**config.mk**
```make
export PLATFORM = sky130hd
export DESIGN_NAME = ddr_picos_to_clocks
export DESIGN_NICKNAME = d
export VERILOG_FILES = /design/src/rtl/dptc_pkg.sv /design/src/rtl/ddr_picos_to_clocks.sv
export VERILOG_INCLUDE_DIRS = /design/src /design/src/rtl
export SDC_FILE = /design/constraint.sdc
export NUM_CORES = 2
export LEC_CHECK = 0
export BUFFER_PORTS_ARGS = -buffer_cell sky130_fd_sc_hd__clkbuf_2
export CAP_MARGIN = 10
export CELL_PAD_IN_SITES_DETAIL_PLACEMENT = 1
export CELL_PAD_IN_SITES_GLOBAL_PLACEMENT = 1
export CORE_UTILIZATION = 35
export DETAILED_ROUTE_END_ITERATION = 16
export PLACE_DENSITY = 0.58
export SYNTH_ARGS = -nofsm -noshare
export SYNTH_HDL_FRONTEND = slang
export SYNTH_SLANG_ARGS = --single-unit
```
**constraint.sdc**
```tcl
create_clock -name clk -period 15.7 [get_ports clk]
set_input_delay 0.785 -clock clk [delete_from_list [all_inputs] [get_ports clk]]
set_output_delay 0.785 -clock clk [all_outputs]
set_load 0.1 [all_outputs]
```
**src/rtl/ddr_picos_to_clocks_defines.svh**
```systemverilog
// ----------------------------------------------------------------------------
// Assertion macros for the picosecond to memory clock converter
// Shared helpers that wrap concurrent assertions on clk and rst_n.
// ----------------------------------------------------------------------------
`ifndef DDR_PICOS_TO_CLOCKS_DEFINES_SVH
`define DDR_PICOS_TO_CLOCKS_DEFINES_SVH

// Checks an implication in the same cycle.
`define DPTC_ASSERT_NOW(lbl, a, b) \
  lbl: assert property (@(posedge clk) disable iff (!rst_n) (a) |-> (b)) \
    else $error("dptc assertion failed");

// Checks an implication in the next cycle.
`define DPTC_ASSERT_NEXT(lbl, a, b) \
  lbl: assert property (@(posedge clk) disable iff (!rst_n) (a) |=> (b)) \
    else $error("dptc assertion failed");

`endif

```
**src/rtl/dptc_pkg.sv**
```systemverilog
// ----------------------------------------------------------------------------
// dptc_pkg
// Constants for the picosecond to memory clock conversion.
// ----------------------------------------------------------------------------
`default_nettype none
package dptc_pkg;

  localparam int unsigned WORD_W = 32;
  localparam int unsigned DIVD_W = 41;
  localparam int unsigned QEST_W = 24;

  // 2e12 = 5^12 * 2^13
  localparam logic [DIVD_W-1:0] TWO_E12   = 41'd2000000000000;
  localparam logic [27:0]       FIVE_P12  = 28'd244140625;
  localparam logic [QEST_W-1:0] RECIP_D   = 24'd9223372;
  localparam logic [5:0]        LAST_STEP = 6'(DIVD_W - 1);

endpackage
`default_nettype wire

```
**src/rtl/ddr_picos_to_clocks.sv**
```systemverilog
// Pipeline: five register stages that a result item passes through in order.
// Throughput: one item per cycle while the divider is idle; any stage holds
// its item under back-pressure.
// A rate write starts a serial divider for the clock period, one quotient bit
// per cycle, followed by one rounding step; input is held off until the rounded
// period is stored. Reset (synchronous, rst_n low) clears the rate and the
// period to zero and empties the pipeline.
// ----------------------------------------------------------------------------
// ddr_picos_to_clocks
// Converts picoseconds into memory clocks for the configured data rate and
// reports the rounded clock period with every item.
// ----------------------------------------------------------------------------
`default_nettype none
`include "ddr_picos_to_clocks_defines.svh"
module ddr_picos_to_clocks
  import dptc_pkg::*;
(
  input  wire logic        clk,
  input  wire logic        rst_n,
  input  wire logic        cfg_we,
  input  wire logic [31:0] cfg_wdata,     // mem_rate
  input  wire logic        in_tvalid,
  output logic             in_tready,
  input  wire logic [31:0] in_tdata,      // picos
  output logic             out_tvalid,
  input  wire logic        out_tready,
  output logic [63:0]      out_tdata      // mclk [31:0], period_ps [63:32]
);

  logic [WORD_W-1:0] rate_r, period_r;
  logic              busy_r, fin_r;
  logic [5:0]        cnt_r;
  logic [WORD_W-1:0] rem_r;
  logic [DIVD_W-1:0] quo_r;

  logic [WORD_W:0]   dv_shift;
  logic              dv_ge;
  logic [DIVD_W:0]   dv_qf;

  logic [4:0]        v_r;
  logic [4:0]        rdy;
  logic [63:0]       p1_r, p2_r, p3_r;
  logic [QEST_W-1:0] qe2_r, qe3_r, q4_r;
  logic [51:0]       m3_r;
  logic [DIVD_W-1:0] rem4_r;
  logic [WORD_W-1:0] mclk_r;

  logic [55:0]       qe_full;
  logic [63:0]       rem0;
  logic              rem_ge;
  logic [63:0]       rem_sub;

  always_comb begin
    dv_shift = {rem_r, quo_r[DIVD_W-1]};
    dv_ge    = dv_shift >= {1'b0, rate_r};
    dv_qf    = {1'b0, quo_r} + {{DIVD_W{1'b0}}, (rem_r >= (rate_r >> 1))};
  end

  always_ff @(posedge clk) begin
    if (!rst_n) begin
      rate_r   <= '0;
      period_r <= '0;
      busy_r   <= 1'b0;
      fin_r    <= 1'b0;
      cnt_r    <= '0;
    end else if (cfg_we) begin
      rate_r <= cfg_wdata;
      busy_r <= 1'b1;
      fin_r  <= 1'b0;
      cnt_r  <= '0;
      rem_r  <= '0;
      quo_r  <= TWO_E12;
    end else if (busy_r) begin
      rem_r <= dv_ge ? WORD_W'(dv_shift - {1'b0, rate_r}) : dv_shift[WORD_W-1:0];
      quo_r <= {quo_r[DIVD_W-2:0], dv_ge};
      cnt_r <= cnt_r + 6'd1;
      if (cnt_r == LAST_STEP) begin
        busy_r <= 1'b0;
        fin_r  <= 1'b1;
      end
    end else if (fin_r) begin
      fin_r <= 1'b0;
      if (rate_r == '0) begin
        period_r <= '0;
      end else if (dv_qf[DIVD_W:WORD_W] != '0) begin
        period_r <= '1;
      end else begin
        period_r <= dv_qf[WORD_W-1:0];
      end
    end
  end

  always_comb begin
    rdy[4] = !v_r[4] || out_tready;
    rdy[3] = !v_r[3] || rdy[4];
    rdy[2] = !v_r[2] || rdy[3];
    rdy[1] = !v_r[1] || rdy[2];
    rdy[0] = !v_r[0] || rdy[1];
    in_tready = rdy[0] && !busy_r && !fin_r;
    qe_full = p1_r[63:32] * RECIP_D;
    rem0    = p3_r - {m3_r[50:0], 13'd0};
    rem_ge  = rem0 >= {23'd0, TWO_E12};
    rem_sub = rem0 - {23'd0, TWO_E12};
  end

  always_ff @(posedge clk) begin
    if (!rst_n) begin
      v_r <= '0;
    end else begin
      if (rdy[0]) v_r[0] <= in_tvalid && in_tready;
      if (rdy[1]) v_r[1] <= v_r[0];
      if (rdy[2]) v_r[2] <= v_r[1];
      if (rdy[3]) v_r[3] <= v_r[2];
      if (rdy[4]) v_r[4] <= v_r[3];
    end
  end

  always_ff @(posedge clk) begin
    if (rdy[0]) p1_r <= in_tdata * rate_r;
    if (rdy[1]) begin
      p2_r  <= p1_r;
      qe2_r <= qe_full[55:32];
    end
    if (rdy[2]) begin
      p3_r  <= p2_r;
      qe3_r <= qe2_r;
      m3_r  <= qe2_r * FIVE_P12;
    end
    if (rdy[3]) begin
      q4_r   <= qe3_r + QEST_W'(rem_ge);
      rem4_r <= rem_ge ? rem_sub[DIVD_W-1:0] : rem0[DIVD_W-1:0];
    end
    if (rdy[4]) begin
      mclk_r <= WORD_W'(q4_r) + WORD_W'(rem4_r > {9'd0, rate_r});
    end
  end

  assign out_tvalid = v_r[4];
  assign out_tdata  = {period_r, mclk_r};

  `DPTC_ASSERT_NOW(a_hold_in_busy, busy_r || fin_r, !in_tready)
  `DPTC_ASSERT_NEXT(a_cfg_starts_div, cfg_we, busy_r)
  `DPTC_ASSERT_NEXT(a_out_hold, out_tvalid && !out_tready,
                    out_tvalid && $stable(out_tdata))

endmodule
`default_nettype wire

```
Yosys cells after proc, flatten, opt, wreduce, memory -nomap -nowiden
Index checks and enable logic that the tools add are counted.

Reductions and logical operators: 22. Muxes and demuxes: 9. Multiply operators: 3. Shifts and indexed selects: 0. Div/mod/pow operators: 0. Eq/ne operators: 1. Bitwise gates (word level): 3. $lt $le $gt $ge: 4. $add $sub $neg: 7.

Operators by type and width (count): $mux 32 (4); $mux 41 (2); $ge 64x41->1 const B (1); $mul 32x32->64 (1); $sub 64x64->64 (1); $mul 32x22->54 const B (1); $mul 24x28->51 const B (1); $add 41x1->42 (1); $gt 41x32->1 (1); $sub 41x41->41 const B (1); $ge 33x32->1 (1); $ge 32x31->1 (1); $logic_not 32->1 (1); $sub 32x32->32 (1); $add 24x1->25 (1); $add 24x1->24 (1); $reduce_bool 10->1 (1); $logic_not 1->1 (7); $add 6x1->6 const B (1); $eq 6x6->1 const B (1); $logic_or 1x1->1 (5); $logic_and 1x1->1 (3); $mux 1 (3); $not 1->1 (3); 5 further kinds (5).

Memory bits (writable): 0. Word-level logic and storage cells: 70. ROM bits: 0. Register bits: 538. Input bits: 69. Bits in latches: 0. Memories kept: 0. Output and inout bits: 66.

Longest topological paths before layout
Depth after elaboration: 9. Gate-level depth with buffers: 31. Depth with buffers taken out: 30.

Worst setup path before layout
OpenSTA, ideal clock, no wires.

Kind: input to register. Start: in in_tdata[16]. End: reg p1_r[55], data pin. Data required time: 15.441 ns. Cell stages on the path: 28. Path buffers: 2. Path slack: 7.606 ns. Arrival time: 7.835 ns. Library setup time: 0.259 ns. Cell sequence: clkbuf_1 -> and2_1 -> fa_1 -> inv_1 -> fa_1 -> fa_1 -> fa_1 -> inv_1 -> fa_1 -> inv_1 -> fa_1 -> inv_1 -> fa_1 -> fa_1 -> ha_1 -> clkbuf_1 -> a211oi_1 -> o21ai_0 -> o311ai_0 -> o21ai_0 -> o41ai_1 -> nor4b_1 -> a211oi_1 -> o21ai_0 -> nand3_1 -> o31ai_1 -> a21oi_1 -> xnor2_1.

Longest elaborated chain between the ends: 1.

RTL lines: start: declaration (line ddr_picos_to_clocks.sv:24) `input wire logic [31:0] in_tdata,`; $mul 32x32->64 (line ddr_picos_to_clocks.sv:119) `if (rdy[0]) p1_r <= in_tdata * rate_r;`; end signal: assignment (line ddr_picos_to_clocks.sv:119); end: declaration (line ddr_picos_to_clocks.sv:42) `logic [63:0] p1_r, p2_r, p3_r;`.

No other way between the ends. A chain may end at the register's enable or synchronous reset.

Final worst setup path
Start: reg rate_r[2]. End: reg p1_r[61], data pin.

Longest elaborated chain between the ends: 1.

RTL lines: start: declaration (line ddr_picos_to_clocks.sv:30) `logic [WORD_W-1:0] rate_r, period_r;`; start signal: assignment (line ddr_picos_to_clocks.sv:67) `rate_r <= cfg_wdata;`; $mul 32x32->64 (line ddr_picos_to_clocks.sv:119).

No other way between the ends.

==> results.sh <==
export IMPL_cts_tree="done"
export IMPL_yosysSeqAreaShare_pct=18.9
export IMPL_worstSkewPairLatency_ns=0.69
export IMPL_ctsRootBufferMaster="clkbuf_16"
export IMPL_yosysTopAreaCell="fa_1"
export IMPL_report_final_slew_viol_count=0
export IMPL_synthTopCellsByCount="inv_1 (1619), fa_1 (1388), ha_1 (880)"
export IMPL_grt_pass1_vias=61100
export IMPL_clkTransAtPathRegs_ns=0.08
export IMPL_period_minus_slack_ns=9.74
export IMPL_drv_cap=0
export IMPL_drive_gt1_share_pct=4.69
export IMPL_timing_clock_skew_ns=0.0438
export IMPL_cts_buffer_depth=3
export IMPL_dieArea_mm2=0.229
export IMPL_synth_area_leaders="fa_1 (35%), edfxtp_1 (17%), ha_1 (14%)"
export IMPL_reg2reg_to="p1_r[61]$_DFFE_PN_"
export IMPL_ys_seq_elements=527
export IMPL_final_nets=10200
export IMPL_ys_warn_count=0
export IMPL_syn2layout_area_growth_pct=7.41
export IMPL_worst_slew_pin_slew_ns=1.21
export IMPL_overflow=0
export IMPL_fillCellCount=25400
export IMPL_synth_cell_types=90
export IMPL_viasPerCell=4.98
export IMPL_synthCells=7833
export IMPL_initial_core_util_pct=35.3
export IMPL_grt_max_degree=90
export IMPL_critPathLaunch="rate_r[2]$_SDFFE_PN0P_"
export IMPL_status="finished clean"
export IMPL_num_rows=174
export IMPL_synth_edf_count=450
export IMPL_synth_top_area_share_pct=34.9
export IMPL_finalWeightedCongestion=0.885
export IMPL_port_buffers=127
export IMPL_r2r_start="rate_r[2]$_SDFFE_PN0P_"
export IMPL_cts_resized=0
export IMPL_drt_initial_drc_count=2198
export IMPL_route_antenna_remaining_nets=0
export IMPL_synth_avg_cell_area_um2=10.2
export IMPL_cp_start_kind="flip-flop"
export IMPL_multiInputGateArea_mm2=0.0573
export IMPL_drc=0
export IMPL_cts_htree_levels=3
export IMPL_wl_met1_um=108000
export IMPL_wl_um=236000
export IMPL_hold_buffers=0
export IMPL_synthFlopType="edfxtp_1"
export IMPL_setup_viol=0
export IMPL_path_max_fanout=30
export IMPL_fp_dieW_um=479
export IMPL_wl_per_cell_um=21.7
export IMPL_antenna_found_initial=12
export IMPL_fmax_mhz=103
export IMPL_top_layer="met5"
export IMPL_period_share_pct=62.0
export IMPL_max_slew_margin_pct=18.8
export IMPL_cts_num_sinks=527
export IMPL_rsz0062_at_grt="false"
export IMPL_cp_end_kind="flip-flop"
export IMPL_dp_hpwl_um=190000
export IMPL_hold_viol_final=0
export IMPL_cts_buffers=66
export IMPL_drtPass1Iterations=7
export IMPL_r2r_setup_slack_ns=5.96
export IMPL_ys_async_sr_fraction_pct=0
export IMPL_regArea_mm2=0.0151
export IMPL_setup_tns_ns=0
export IMPL_grt_pass1_wl_um=371000
export IMPL_cp_arrival_ns=10.13
export IMPL_min_from="cfg_wdata[28]"
export IMPL_synth_area_mm2=0.0796
export IMPL_dr_total_vias=54100
export IMPL_postCtsSetupBuffers=0
export IMPL_hold_path_class="in -> reg"
export IMPL_criticalPathCategory="reg -> reg"
export IMPL_yosysMostFrequentCell="inv_1"
export IMPL_wl_met3_um=6390
export IMPL_pin_count=135
export IMPL_track_usage_pct=21.0
export IMPL_endpoint="p1_r[61]$_DFFE_PN_"
export IMPL_die_h_um=479
export IMPL_coreArea_mm2=0.225
export IMPL_required_ns=16.09
export IMPL_met2WireLength_um=116000
export IMPL_r2r_cells=24
## worst min-delay path by stage
stage	end	slack (ns)	cells after the start
finish	rate_r[28]$_SDFFE_PN0P_	0.35	3
global route	rate_r[28]$_SDFFE_PN0P_	0.35	3
CTS	rate_r[28]$_SDFFE_PN0P_	0.29	3
detailed placement	rem4_r[9]$_DFFE_PP_	0.41	0
global placement	rem4_r[5]$_DFFE_PP_	0.40	0
floorplan	p2_r[0]$_DFFE_PP_	0.40	0
## layer usage
metal | GRT usage, % | vias up
met5 | 0 | -
met4 | 4.56 | 2
met3 | 1.91 | 212
met2 | 36.3 | 721
met1 | 28.5 | 28500
li1 | - | 24600
## metrics by stage
stage	hold slack [ns]	std cells	area (um^2)	setup WS, ns	utilization [%]
global placement	0.401	10700	83400	5.71	37.0
floorplan	0.400	7839	79600	7.61	-
CTS	0.293	10900	85400	6.03	37.9
detailed placement	0.405	10700	83400	5.60	37.0
finish	0.352	10900	85500	5.96	37.9
global route	0.347	10900	85400	5.67	37.9
## cells in the final DEF, fill, tap and decap left out, types with 21 or more instances in the layout
| master | netlist | final |
|---|---|---|
| o211ai_1 | 24 | 24 |
| and2_1 | 593 | 593 |
| or2_2 | 21 | 21 |
| mux2i_1 | 47 | 47 |
| a21oi_1 | 247 | 247 |
| nand2b_1 | 34 | 34 |
| o21a_1 | 46 | 46 |
| o21bai_1 | 23 | 23 |
| xnor2_1 | 182 | 182 |
| fa_1 | 1388 | 1388 |
| dfxtp_1 | 77 | 77 |
| nor2b_1 | 94 | 93 |
| nand2_1 | 660 | 658 |
| nand4_1 | 62 | 62 |
| clkbuf_2 | 1 | 126 |
| nor2_1 | 197 | 196 |
| buf_4 | 10 | 79 |
| edfxtp_1 | 450 | 450 |
| ha_1 | 880 | 880 |
| xor2_1 | 97 | 97 |
| nand3_1 | 89 | 88 |
| clkbuf_16 | 0 | 66 |
| and3_1 | 47 | 47 |
| a31oi_1 | 27 | 27 |
| o21ai_0 | 160 | 160 |
| inv_1 | 1619 | 1618 |
| a21boi_0 | 40 | 40 |
| a211oi_1 | 32 | 32 |
| a21o_1 | 124 | 124 |
| nor3_1 | 51 | 51 |
## state kept, by name (all words and copies together) (netlist names), 24 cells and up
signal    cells
rem_r        32
qe3_r        24
quo_r        41
p1_r         64
rate_r       32
rem4_r       41
p3_r         64
qe2_r        24
mclk_r       25
p2_r         64
m3_r         47
period_r     32
q4_r         24
## cells by family after synthesis
family          after synthesis  share of synthesized area (%)
buf+inv                    1916                           9.13
compound gates              856                           7.01
simple gates               1935                           12.4
other cells                   1                        0.00471
xor+xnor                    280                           3.09
mux                          50                          0.634
flops                       527                           18.9
fa+ha+maj                  2268                           48.8
## worst max-delay path, cell delays in order (launching register included)
cell	delay (ns)
dfxtp_1	0.60
buf_4	0.49
and2_1	0.23
fa_1	0.40
inv_1	0.08
fa_1	0.42
fa_1	0.50
fa_1	0.55
inv_1	0.05
fa_1	0.45
ha_1	0.30
fa_1	0.51
fa_1	0.42
ha_1	0.37
nand2_1	0.07
o21ai_0	0.68
o211ai_1	0.31
nor4_1	0.79
o211ai_1	0.45
o311ai_0	0.63
a311oi_1	0.24
o31ai_1	0.49
a21o_1	0.19
a21oi_1	0.08
xnor2_1	0.14
## cell type report
cell class / count / share of cell area (%)
diodes: 6 / 0.0176
repair buffers: 205 / 1.43
flip-flops and latches: 527 / 17.6
clock buffers: 80 / 2.02
clock inverters: 33 / 0.353
inverters: 1619 / 7.12
well taps: 2992 / 4.38
multi-input cells: 5396 / 67.1
Power is left out: the tool's default activity adds up to more than one toggle a clock period on the data nets, which glitch-free logic cannot reach.
